### config.mk
export PLATFORM = sky130hd
export DESIGN_NAME = sha256_byte_stream_hasher_core
export DESIGN_NICKNAME = d
export VERILOG_FILES = /design/src/sv/sha256_pkg.sv /design/src/sv/sha256_engine.sv /design/src/sv/sha256_byte_stream_hasher_core.sv
export SDC_FILE = /design/constraint.sdc
export NUM_CORES = 2
export LEC_CHECK = 0
export BUFFER_PORTS_ARGS = -buffer_cell sky130_fd_sc_hd__buf_4
export CAP_MARGIN = 20
export CORE_MARGIN = 2
export CORE_UTILIZATION = 50
export CTS_BUF_LIST = sky130_fd_sc_hd__clkbuf_8
export DETAILED_ROUTE_END_ITERATION = 8
export GPL_TIMING_DRIVEN = 0
export PLACE_DENSITY_LB_ADDON = 0.12
export SYNTH_ARGS = -nofsm -noshare
export SYNTH_HDL_FRONTEND = slang
export SYNTH_SLANG_ARGS = --single-unit
### constraint.sdc
create_clock -name aclk -period 19.1 [get_ports aclk]
set_clock_uncertainty 0.15 [all_clocks]
set_input_delay 0.955 -clock aclk [delete_from_list [all_inputs] [get_ports aclk]]
set_output_delay 0.955 -clock aclk [all_outputs]
set_load 0.02 [all_outputs]
### src/sv/sha256_pkg.sv
// Package: SHA-256 constants, round functions and shared types.
package sha256_pkg;

    localparam int BLOCK_BYTES = 64;
    localparam int ROUNDS      = 64;

    localparam logic [7:0] PAD_BYTE  = 8'h80;
    localparam logic [5:0] LEN_START = 6'd56;
    localparam logic [63:0] BLOCK_BITS = 64'd512;

    localparam logic [0:0] CMD_ABSORB = 1'b0;
    localparam logic [0:0] CMD_FINISH = 1'b1;

    typedef logic [31:0] word_t;
    typedef word_t [7:0] hash_t;

    localparam hash_t INIT_HASH = '{
        32'h5be0cd19, 32'h1f83d9ab, 32'h9b05688c, 32'h510e527f,
        32'ha54ff53a, 32'h3c6ef372, 32'hbb67ae85, 32'h6a09e667
    };

    // control between top level and compression engine
    typedef struct packed {
        logic start;
    } eng_ctl_t;

    typedef struct packed {
        logic busy;
        logic done;
    } eng_sts_t;

    function automatic word_t round_k(input logic [5:0] i);
        word_t k;
        begin
            unique case (i)
                6'd0: k = 32'h428a2f98; 6'd1: k = 32'h71374491; 6'd2: k = 32'hb5c0fbcf;
                6'd3: k = 32'he9b5dba5; 6'd4: k = 32'h3956c25b; 6'd5: k = 32'h59f111f1;
                6'd6: k = 32'h923f82a4; 6'd7: k = 32'hab1c5ed5; 6'd8: k = 32'hd807aa98;
                6'd9: k = 32'h12835b01; 6'd10: k = 32'h243185be; 6'd11: k = 32'h550c7dc3;
                6'd12: k = 32'h72be5d74; 6'd13: k = 32'h80deb1fe; 6'd14: k = 32'h9bdc06a7;
                6'd15: k = 32'hc19bf174; 6'd16: k = 32'he49b69c1; 6'd17: k = 32'hefbe4786;
                6'd18: k = 32'h0fc19dc6; 6'd19: k = 32'h240ca1cc; 6'd20: k = 32'h2de92c6f;
                6'd21: k = 32'h4a7484aa; 6'd22: k = 32'h5cb0a9dc; 6'd23: k = 32'h76f988da;
                6'd24: k = 32'h983e5152; 6'd25: k = 32'ha831c66d; 6'd26: k = 32'hb00327c8;
                6'd27: k = 32'hbf597fc7; 6'd28: k = 32'hc6e00bf3; 6'd29: k = 32'hd5a79147;
                6'd30: k = 32'h06ca6351; 6'd31: k = 32'h14292967; 6'd32: k = 32'h27b70a85;
                6'd33: k = 32'h2e1b2138; 6'd34: k = 32'h4d2c6dfc; 6'd35: k = 32'h53380d13;
                6'd36: k = 32'h650a7354; 6'd37: k = 32'h766a0abb; 6'd38: k = 32'h81c2c92e;
                6'd39: k = 32'h92722c85; 6'd40: k = 32'ha2bfe8a1; 6'd41: k = 32'ha81a664b;
                6'd42: k = 32'hc24b8b70; 6'd43: k = 32'hc76c51a3; 6'd44: k = 32'hd192e819;
                6'd45: k = 32'hd6990624; 6'd46: k = 32'hf40e3585; 6'd47: k = 32'h106aa070;
                6'd48: k = 32'h19a4c116; 6'd49: k = 32'h1e376c08; 6'd50: k = 32'h2748774c;
                6'd51: k = 32'h34b0bcb5; 6'd52: k = 32'h391c0cb3; 6'd53: k = 32'h4ed8aa4a;
                6'd54: k = 32'h5b9cca4f; 6'd55: k = 32'h682e6ff3; 6'd56: k = 32'h748f82ee;
                6'd57: k = 32'h78a5636f; 6'd58: k = 32'h84c87814; 6'd59: k = 32'h8cc70208;
                6'd60: k = 32'h90befffa; 6'd61: k = 32'ha4506ceb; 6'd62: k = 32'hbef9a3f7;
                default: k = 32'hc67178f2;
            endcase
            return k;
        end
    endfunction

    function automatic word_t ror32(input word_t x, input int n);
        return (x >> n) | (x << (32 - n));
    endfunction

endpackage

### src/sv/sha256_engine.sv
// SHA-256 compression engine: one round per cycle, schedule in a 16-word window.
module sha256_engine (
    input  logic                  aclk,
    input  logic                  aresetn,
    input  sha256_pkg::eng_ctl_t  ctl,
    input  sha256_pkg::word_t     w_in,      // message word for round 0..15
    output logic [3:0]            w_addr,    // which message word is wanted next
    input  sha256_pkg::hash_t     chain_in,
    output sha256_pkg::hash_t     chain_out,
    output sha256_pkg::eng_sts_t  sts
);
    // w_in is the registered read of word w_addr issued the cycle before.
    logic              busy_reg, busy_next;
    logic              done_reg;
    logic [5:0]        rnd_reg, rnd_next;
    sha256_pkg::hash_t v_reg, v_next;
    sha256_pkg::word_t win_reg [16];
    sha256_pkg::word_t w_cur, s0, s1, t1, t2, big0, big1, ch, maj, w15, w2;

    assign w_addr = busy_reg ? rnd_reg[3:0] + 4'd1 : 4'd0;

    always_comb begin
        w15 = win_reg[1];
        w2  = win_reg[14];
        s0  = sha256_pkg::ror32(w15, 7) ^ sha256_pkg::ror32(w15, 18) ^ (w15 >> 3);
        s1  = sha256_pkg::ror32(w2, 17) ^ sha256_pkg::ror32(w2, 19) ^ (w2 >> 10);
        w_cur = (rnd_reg < 6'd16) ? w_in : s1 + win_reg[9] + s0 + win_reg[0];
        big1 = sha256_pkg::ror32(v_reg[4], 6) ^ sha256_pkg::ror32(v_reg[4], 11)
             ^ sha256_pkg::ror32(v_reg[4], 25);
        ch   = (v_reg[4] & v_reg[5]) ^ (~v_reg[4] & v_reg[6]);
        t1   = v_reg[7] + big1 + ch + sha256_pkg::round_k(rnd_reg) + w_cur;
        big0 = sha256_pkg::ror32(v_reg[0], 2) ^ sha256_pkg::ror32(v_reg[0], 13)
             ^ sha256_pkg::ror32(v_reg[0], 22);
        maj  = (v_reg[0] & v_reg[1]) ^ (v_reg[0] & v_reg[2]) ^ (v_reg[1] & v_reg[2]);
        t2   = big0 + maj;
        v_next    = v_reg;
        busy_next = busy_reg;
        rnd_next  = rnd_reg;
        if (ctl.start && !busy_reg) begin
            v_next    = chain_in;
            busy_next = 1'b1;
            rnd_next  = 6'd0;
        end else if (busy_reg) begin
            v_next[7] = v_reg[6];
            v_next[6] = v_reg[5];
            v_next[5] = v_reg[4];
            v_next[4] = v_reg[3] + t1;
            v_next[3] = v_reg[2];
            v_next[2] = v_reg[1];
            v_next[1] = v_reg[0];
            v_next[0] = t1 + t2;
            rnd_next  = rnd_reg + 6'd1;
            if (rnd_reg == 6'd63) busy_next = 1'b0;
        end
    end

    always_ff @(posedge aclk) begin
        v_reg <= v_next;
        if (busy_reg) begin
            for (int i = 0; i < 15; i++) win_reg[i] <= win_reg[i+1];
            win_reg[15] <= w_cur;
        end
        if (!aresetn) begin
            busy_reg <= 1'b0;
            done_reg <= 1'b0;
            rnd_reg  <= '0;
        end else begin
            busy_reg <= busy_next;
            rnd_reg  <= rnd_next;
            done_reg <= busy_reg && (rnd_reg == 6'd63);
        end
    end

    always_comb begin
        for (int i = 0; i < 8; i++) chain_out[i] = chain_in[i] + v_reg[i];
    end

    assign sts.busy = busy_reg;
    assign sts.done = done_reg;

endmodule

### src/sv/sha256_byte_stream_hasher_core.sv
// Top level: byte-stream SHA-256 hasher with block memory, padding and digest output.
//
//  channel | dir | handshake        | payload
//  s_      | in  | tvalid/tready    | tdata[0]=command, tdata[8:1]=data_byte
//  m_      | out | tvalid/tready    | tdata=digest_word, tuser=word_index, tlast=last
//
// An absorb request is taken while idle; the 64th byte of a block also starts a
// compression (64 rounds in the engine plus the chain update), during which
// no byte is taken. Finish writes padding one byte per cycle into the block
// memory, runs one or two compressions, then offers eight digest words.
// The 64-byte block lives in a 16x32 memory with a registered read feeding the
// engine. Reset is synchronous; block memory needs no clearing.
// m_tready low holds the current digest word; s_tready is low while busy.
module sha256_byte_stream_hasher_core (
    input  logic        aclk,
    input  logic        aresetn,
    input  logic        s_tvalid,
    output logic        s_tready,
    input  logic [15:0] s_tdata,   // [0] command, [8:1] data_byte, rest zero
    output logic        m_tvalid,
    input  logic        m_tready,
    output logic [31:0] m_tdata,   // [31:0] digest_word
    output logic [2:0]  m_tuser,   // [2:0] word_index
    output logic        m_tlast    // last
);
    localparam logic [2:0] ST_IDLE = 3'd0;
    localparam logic [2:0] ST_PAD  = 3'd1;   // zero fill after 0x80
    localparam logic [2:0] ST_LEN  = 3'd2;   // writing length bytes
    localparam logic [2:0] ST_COMP = 3'd3;   // compression running
    localparam logic [2:0] ST_OUT  = 3'd4;   // digest out

    logic [2:0]  state_reg, state_next;
    logic [5:0]  fill_reg, fill_next;
    logic [63:0] blen_reg, blen_next;
    logic [63:0] total_reg, total_next;
    logic        fin_reg, fin_next;        // finishing: padding, final compression and digest output in progress
    logic        lenblk_reg, lenblk_next;  // current compression carries the length
    logic [2:0]  oidx_reg, oidx_next;
    sha256_pkg::hash_t chain_reg, chain_next;

    // block memory, 16 words, byte writes
    logic [31:0] mem [16];
    logic        wr_en;
    logic [5:0]  wr_addr;
    logic [7:0]  wr_data;
    logic [3:0]  rd_addr;
    logic [31:0] rd_data_reg;

    sha256_pkg::eng_ctl_t ctl;
    sha256_pkg::eng_sts_t sts;
    sha256_pkg::hash_t    chain_sum;
    logic [3:0]           eng_addr;

    logic       acc;
    logic       cmd;
    logic [7:0] dbyte;

    assign cmd   = s_tdata[0];
    assign dbyte = s_tdata[8:1];
    assign s_tready = (state_reg == ST_IDLE);
    assign acc   = s_tvalid && s_tready;
    assign rd_addr = eng_addr;

    // byte 0 of a word is its most significant byte
    always_ff @(posedge aclk) begin
        if (wr_en) mem[wr_addr[5:2]][{~wr_addr[1:0], 3'b000} +: 8] <= wr_data;
        rd_data_reg <= mem[rd_addr];
    end

    sha256_engine u_eng (
        .aclk      (aclk),
        .aresetn   (aresetn),
        .ctl       (ctl),
        .w_in      (rd_data_reg),
        .w_addr    (eng_addr),
        .chain_in  (chain_reg),
        .chain_out (chain_sum),
        .sts       (sts)
    );

    always_comb begin
        state_next  = state_reg;
        fill_next   = fill_reg;
        blen_next   = blen_reg;
        total_next  = total_reg;
        fin_next    = fin_reg;
        lenblk_next = lenblk_reg;
        oidx_next   = oidx_reg;
        chain_next  = chain_reg;
        wr_en       = 1'b0;
        wr_addr     = fill_reg;
        wr_data     = dbyte;
        ctl.start   = 1'b0;
        unique case (state_reg)
            ST_IDLE: begin
                if (acc) begin
                    wr_en = 1'b1;
                    if (cmd == sha256_pkg::CMD_ABSORB) begin
                        fill_next = fill_reg + 6'd1;
                        if (fill_reg == 6'd63) begin
                            ctl.start   = 1'b1;
                            lenblk_next = 1'b0;
                            blen_next   = blen_reg + sha256_pkg::BLOCK_BITS;
                            state_next  = ST_COMP;
                        end
                    end else begin
                        wr_data    = sha256_pkg::PAD_BYTE;
                        total_next = blen_reg + {55'd0, fill_reg, 3'd0};
                        fin_next   = 1'b1;
                        fill_next  = fill_reg + 6'd1;
                        state_next = (fill_reg < 6'd55) ? ST_PAD
                                   : (fill_reg == 6'd55) ? ST_LEN : ST_PAD;
                        if (fill_reg == 6'd63) begin
                            ctl.start   = 1'b1;
                            lenblk_next = 1'b0;
                            state_next  = ST_COMP;
                        end
                    end
                end
            end
            ST_PAD: begin
                wr_en     = 1'b1;
                wr_data   = 8'd0;
                fill_next = fill_reg + 6'd1;
                if (fill_reg == 6'd55) state_next = ST_LEN;
                if (fill_reg == 6'd63) begin
                    ctl.start   = 1'b1;
                    lenblk_next = 1'b0;
                    state_next  = ST_COMP;
                end
            end
            ST_LEN: begin
                // byte 56 carries the top length byte
                wr_en     = 1'b1;
                wr_data   = total_reg[{~fill_reg[2:0], 3'b000} +: 8];
                fill_next = fill_reg + 6'd1;
                if (fill_reg == 6'd63) begin
                    ctl.start   = 1'b1;
                    lenblk_next = 1'b1;
                    state_next  = ST_COMP;
                end
            end
            ST_COMP: begin
                if (sts.done) begin
                    chain_next = chain_sum;
                    if (!fin_reg) state_next = ST_IDLE;
                    else if (lenblk_reg) begin
                        state_next = ST_OUT;
                        oidx_next  = 3'd0;
                    end else state_next = ST_PAD;  // second padded block from byte 0
                end
            end
            ST_OUT: begin
                if (m_tready) begin
                    oidx_next = oidx_reg + 3'd1;
                    if (oidx_reg == 3'd7) begin
                        state_next = ST_IDLE;
                        chain_next = sha256_pkg::INIT_HASH;
                        fill_next  = '0;
                        blen_next  = '0;
                        fin_next   = 1'b0;
                    end
                end
            end
            default: state_next = ST_IDLE;
        endcase
    end

    always_ff @(posedge aclk) begin
        total_reg <= total_next;
        if (!aresetn) begin
            state_reg  <= ST_IDLE;
            fill_reg   <= '0;
            blen_reg   <= '0;
            fin_reg    <= 1'b0;
            lenblk_reg <= 1'b0;
            oidx_reg   <= '0;
            chain_reg  <= sha256_pkg::INIT_HASH;
        end else begin
            state_reg  <= state_next;
            fill_reg   <= fill_next;
            blen_reg   <= blen_next;
            fin_reg    <= fin_next;
            lenblk_reg <= lenblk_next;
            oidx_reg   <= oidx_next;
            chain_reg  <= chain_next;
        end
    end

    assign m_tvalid = (state_reg == ST_OUT);
    assign m_tdata  = chain_reg[oidx_reg];
    assign m_tuser  = oidx_reg;
    assign m_tlast  = (oidx_reg == 3'd7);

endmodule
==> Yosys cells after proc, flatten, opt, wreduce, memory -nomap -nowiden <==
Memory sizes are Yosys's and may differ from the RTL's. A register that Yosys moved wholly into a read port is not among the register bits.
Cells that the tools add are included.
{ "op_classes": {"addsub": 25, "n_mux": 65, "eq_ne": 19, "shifts": 3, "n_reduce_logical": 20, "order_cmp": 3, "n_bitwise": 30} }
{ "ops": {"columns": ["cell", "count"], "rows": [
  ["two-way mux 256 bit", 5],
  ["adder 32 bit", 18],
  ["case mux 256 bit (2 select lines)", 1],
  ["two-way mux 64 bit", 5],
  ["bitwise XOR 32 bit", 9],
  ["bitwise AND 32 bit", 5],
  ["case mux 64 bit (2 select lines)", 1],
  ["binary-select mux 32 bit (select 3 bit)", 1],
  ["two-way mux 32 bit", 3],
  ["adder 64 x 10 -> 64 bit (second input constant)", 1],
  ["adder 64 x 9 -> 64 bit", 1],
  ["indexed part select 64 x 7 -> 8 bit", 1],
  ["two-way mux 3 bit", 14],
  ["NOT 32 bit", 1],
  ["OR 10 x 32 -> 32 bit", 1],
  ["OR 13 x 32 -> 32 bit", 1],
  ["OR 14 x 32 -> 32 bit", 1],
  ["OR 15 x 32 -> 32 bit", 1],
  ["OR 19 x 32 -> 32 bit", 1],
  ["OR 21 x 32 -> 32 bit", 1],
  ["OR 25 x 32 -> 32 bit", 1],
  ["OR 26 x 32 -> 32 bit", 1],
  ["OR 30 x 32 -> 32 bit", 1],
  ["OR 7 x 32 -> 32 bit", 1],
  ["42 further kinds", 89]
]} }
{ "totals": {"in_bits": 20, "mem_bits_ro": 2048, "n_memories": 3, "mem_bits_rw": 1024, "out_inout_bits": 38, "ff_bits": 662, "elab_cells": 194} }
{ "memory_table": {"columns": ["memory", "depth", "word_bits", "read_ports", "rd_ports_with_merged_regs", "wr", "line", "source"], "rows": [
  ["(name not given)", 64, 32, 1, 1, 0, "sha256_pkg.sv:35", "unique case (i)"],
  ["mem", 16, 32, 1, 1, 1, "sha256_byte_stream_hasher_core.sv:42", "logic [31:0] mem [16];"],
  ["u_eng.win_reg", 16, 32, 16, 0, 16, "sha256_engine.sv:17", "sha256_pkg::word_t win_reg [16];"]
]} }

==> Logic depth before layout (Yosys ltp) <==
An unclocked memory read counts as a cell.
{ "logic_depth": {"ltp_word": 12, "mapped_depth": 43, "depth_no_buf": 43} }

==> Hierarchy <==
Synthesis repeated with hierarchy kept, for this count alone.
{ "hier_totals": {"hier_cells": 8221, "area_unflattened_um2": 93407.1} }
{ "by_module_without_submodules": {"columns": ["module", "instances", "area_each_um2", "cells_per_inst"], "rows": [
  ["sha256_engine", 1, 55540.8, 5478],
  ["sha256_byte_stream_hasher_core", 1, 37866.3, 2743]
]} }

==> Worst setup path after synthesis <==
OpenSTA, ideal clock, no wires.
{ "synth_timing": {"path_type": "reg-to-reg", "from": "reg u_eng.busy_reg", "to": "reg u_eng.v_reg[0] (netlist name) (enable)", "path_buffers": 1, "arrival_time_ps": 16327, "setup_slack_ps": 2111, "stages_incl_launch_ff": 3, "setup_ps": 512, "cell_sequence": "dfxtp_1 > buf_2 > or2_2"} }
{ "synth_via": {"elab_chain_cells": 3} }
{ "synth_rtl": {"columns": ["element", "line", "source"], "rows": [
  ["start: declaration", "sha256_engine.sv:13", "logic busy_reg, busy_next;"],
  ["start signal: assignment", "sha256_engine.sv:68", "busy_reg <= busy_next;"],
  ["zero test 1 bit", "sha256_engine.sv:39", "if (ctl.start && !busy_reg) begin"],
  ["logical AND 1 bit", "sha256_engine.sv:39", null],
  ["nonzero test 2 bit (no line) *", null, null],
  ["end signal: assignment", "sha256_engine.sv:58", "v_reg <= v_next;"],
  ["end: declaration", "sha256_engine.sv:16", "sha256_pkg::hash_t v_reg, v_next;"]
]} }
Mark *: on every way between the ends. The rest lies on a longest branch, timed or not.
A chain may end at the register's enable or synchronous reset.

==> metrics.md <==
| Metric | Value |
|---|---|
| Status | `finished clean` |
| Least-Margin Pin Slew | `1284 ps` |
| Reg2reg path depth | `39` |
| List of most frequent post-synthesis cells | `edfxtp_1 (1341), nand2_1 (1064), nor2_1 (606)` |
| Largest buffer count on any clock path | `4` |
| GPL Wtd Cong | `between 1 and 1.5` |
| Synth area leader | `edfxtp_1` |
| Worst Hold End | `u_eng.win_reg[1][218]` |
| Multiplexer share of the synthesized area | `0.06124` |
| Peak Freq | `0.08613 GHz` |
| Nature of the critical path endpoint | `flop` |
| Final setup fails | `0` |
| Cells resized by post-CTS repair | `0` |
| Share of layout cells above drive strength 1 | `0.09897` |
| RSZ-0062 raised after global routing | `no` |
| DRT iter0 DRCs | `7911` |
| CTS root buf | `clkbuf_8` |
| Hold Path Stages | `0` |
| Hold Fails Final Rpt | `0` |
| Sw Ratio | `0.2596` |
| Worst-path clk slew | `60 ps` |
| CP arrival | `between 10000 and 15000 ps` |
| Leakage | `38.33 nW` |
| Setup ws final | `roughly 7500 ps` |
| Fin crit period | `around 12000 ps` |
| Routed WL | `315.0 mm` |
| Worst Path Required | `about 20000 ps` |
| Mapped Area | `92180 sq um` |
| Slew headroom | `0.1440` |
| Crit path kind | `reg -> reg` |
| Pin count of the biggest net entering global routing | `80` |
| Maxcap violations | `0` |
| Slowest cell on crit path | `o31ai_1` |
| Synth Flop Type | `edfxtp_1` |
| Synth Area in XOR/XNOR | `0.05842` |
| Synth area leaders | `edfxtp_1 (44%), dfxtp_1 (8.6%), ha_1 (5.4%)` |
| Area share of the largest cell type after synthesis | `0.4368` |
| Core area | `183100 sq um` |
| I/O Pins | `58` |
| Placed inst area | `96310 sq um` |
| FFs w/ async S/R, synth | `0` |
| Slew Viols, Final | `0` |
| Main combinational cell family by area after synthesis | `compound AO/OA/AOI/OAI gates` |
| Yosys warns | `0` |
| Ratio of total power to cell area | `83.10 nW/um^2` |
| Post-layout util | `0.5591` |
| Die H | `433.4 um` |
| Initial antenna violation count | `14` |
| #FFs+latches synth | `1738` |
| CTS Sinks | `about 1700` |
| Drc violations | `0` |
| Min-Delay Path Class | `reg -> reg` |
| CTS Hold Bufs | `0` |
| HPWL after DPL | `around 240 mm` |
| GRT overflow | `0` |
| Final period util | `0.6079` |
| Htree depth | `5` |
| Crit-path most repeated cell | `xnor2_1` |
| End of the worst register-to-register path | `u_eng.v_reg[31]` |
| Gate Count Post-Synth | `8038` |
| Number of synthesized flops with an enable pin | `1341` |
| Sequential area share after synthesis | `0.5230` |
| Row Count | `157` |
| Internal | `about 6.3 mW` |
| Maximum vdd ir drop | `approximately 0.000095 V` |
| Clock Latency Late Sink | `1080 ps` |
| Worst Setup Slack post-DPL | `7794 ps` |
| Post-synthesis simple-gate area fraction | `0.1073` |
| Reg-to-reg slack, setup | `7490 ps` |
| Critical path startpoint category | `flop` |
| DIE AREA | `187800 sq um` |
| Mapped Nets | `8650` |
| CTS buffer count | `317` |
| R2R Path Start | `u_eng.win_reg[0][37]` |
| Initial Utilization | `0.5035` |
| Clk network pwr share | `0.395` |
| Detailed-route via count | `67320` |
| GRT met3 Usage | `0.06414` |
| Vias in the first global route | `64610` |
| Die width | `433.4 um` |
| Comb pwr share | `0.117` |
| Reg power frac | `0.488` |
| GR Util met2 | `0.4967` |
| Synth cell types | `between 100 and 150` |
| DRT antenna net count | `0` |
| Synth Area in Compound Gates | `0.1181` |
| Avg Synthesized Cell Area | `between 10 and 15 sq um` |
| Area grow syn2layout | `11.04%` |
| Global-route wire length before repair | `449.1 mm` |
| WL/cell | `28.25 um` |
| Grt peak-use layer | `met2` |
| Post-synthesis adder-cell area fraction | `0.09819` |
| Most frequent cell after synthesis | `edfxtp_1` |
| Fin Setup TNS | `0 ps` |
| Post-CTS setup buffers | `0` |
| DRT Pass-1 Iters | `6` |
| PortBufs | `49` |
| CTS tree | `done` |
| Total Nets Final | `a little over 9000` |
| Drt via density | `6.036` |
| Hold Path Origin | `u_eng.win_reg[1][250]` |
| Met1 usage in global routing | `0.4730` |
| NetSw | `around 2.2 mW` |
| Final instance area | `102400 sq um` |
| CP max FO | `6` |
| CP max stage delay | `680 ps` |
| GRT Util Overall | `0.3334` |
[stage by stage]
| step | total power, mW | hold WS (ps) | instances |
|---|---|---|---|
| after floorplan | 4.888 | 250.3 | 8038 |
| after global placement | 5.175 | 250.3 | 10550 |
| after detailed placement | 5.192 | 254.5 | 10590 |
| after CTS | 8.538 | 177.8 | 11120 |
| after global routing | 8.807 | 220.1 | 11150 |
| final | 8.506 | 228.9 | 11150 |
[power groups by stage]
stage	combinational [mW]	clock (mW)	sequential, mW
3_5_place_dp	0.963	0	4.23
4_1_cts	0.972	3.42	4.15
3_3_place_gp	0.946	0	4.23
6_report	0.992	3.36	4.15
5_1_grt	1.08	3.58	4.15
2_1_floorplan	0.679	0	4.21
[per-layer routing]
metal	vias to the layer above	share of wire	wire, um
met3	687	0.084	26410
met1	33410	0.43	135500
met2	3201	0.44	137100
li1	30010	-	-
met4	6	0.050	15900
met5	-	0.00014	45
[worst max path at each step]
| stage | start | endpoint | cells past startpoint |
|---|---|---|---|
| after floorplan | u_eng.busy_reg | u_eng.v_reg[0] | 2 |
| after global placement | u_eng.busy_reg | u_eng.v_reg[92] | 2 |
| after detailed placement | u_eng.win_reg[0][37] | u_eng.v_reg[31] | 39 |
| after CTS | u_eng.win_reg[0][37] | u_eng.v_reg[31] | 39 |
| after global routing | u_eng.win_reg[0][51] | u_eng.v_reg[31] | 42 |
| final | u_eng.win_reg[0][37] | u_eng.v_reg[31] | 39 |
[cell type report]
type	count	area [sq um]
fill	15950	80720
sequential	1738	48220
multi-input combinational	5492	40870
clock buffer	348	4790
tap	2464	3083
buffer	432	1695
inverter	376	1411
timing repair buffer	104	1226
clock inverter	189	1041
antenna	9	22.52
[cell usage in the layout, fill, tap and decap left out, drive strengths merged, types with 48 or more instances in the layout]
master / n
nor2b: 57
buf: 186
o21a: 68
o21ai: 372
a22oi: 66
nor3: 80
nand3: 106
nand2b: 75
a21oi: 432
xnor2: 401
nand4: 48
o22ai: 89
mux2i: 60
edfxtp: 1341
mux4: 203
fa: 195
clkbuf: 698
dfxtp: 397
a211oi: 79
nand2: 1069
a31oi: 82
inv: 488
xor2: 213
and2: 58
nor2: 608
clkinv: 61
o21bai: 52
a21o: 188
ha: 397
[critical path: cells and delay by family, from the launching register on]
family	cells	cell delay, ps
flops	1	550
xor+xnor	6	1480
fa+ha+maj	8	3670
simple gates	7	880
compound gates	13	3900
mux	2	540
buf+inv	3	170
[cell families after synthesis]
kind of cell	after synthesis
xor gates and xnor gates	614
AOI/OAI and AO/OA	1698
muxes	305
adders and majority gates	610
buffers and inverters	808
DFF	1738
and+or+nand+nor	2265
No activity file was read; power rests on OpenSTA's default activity.
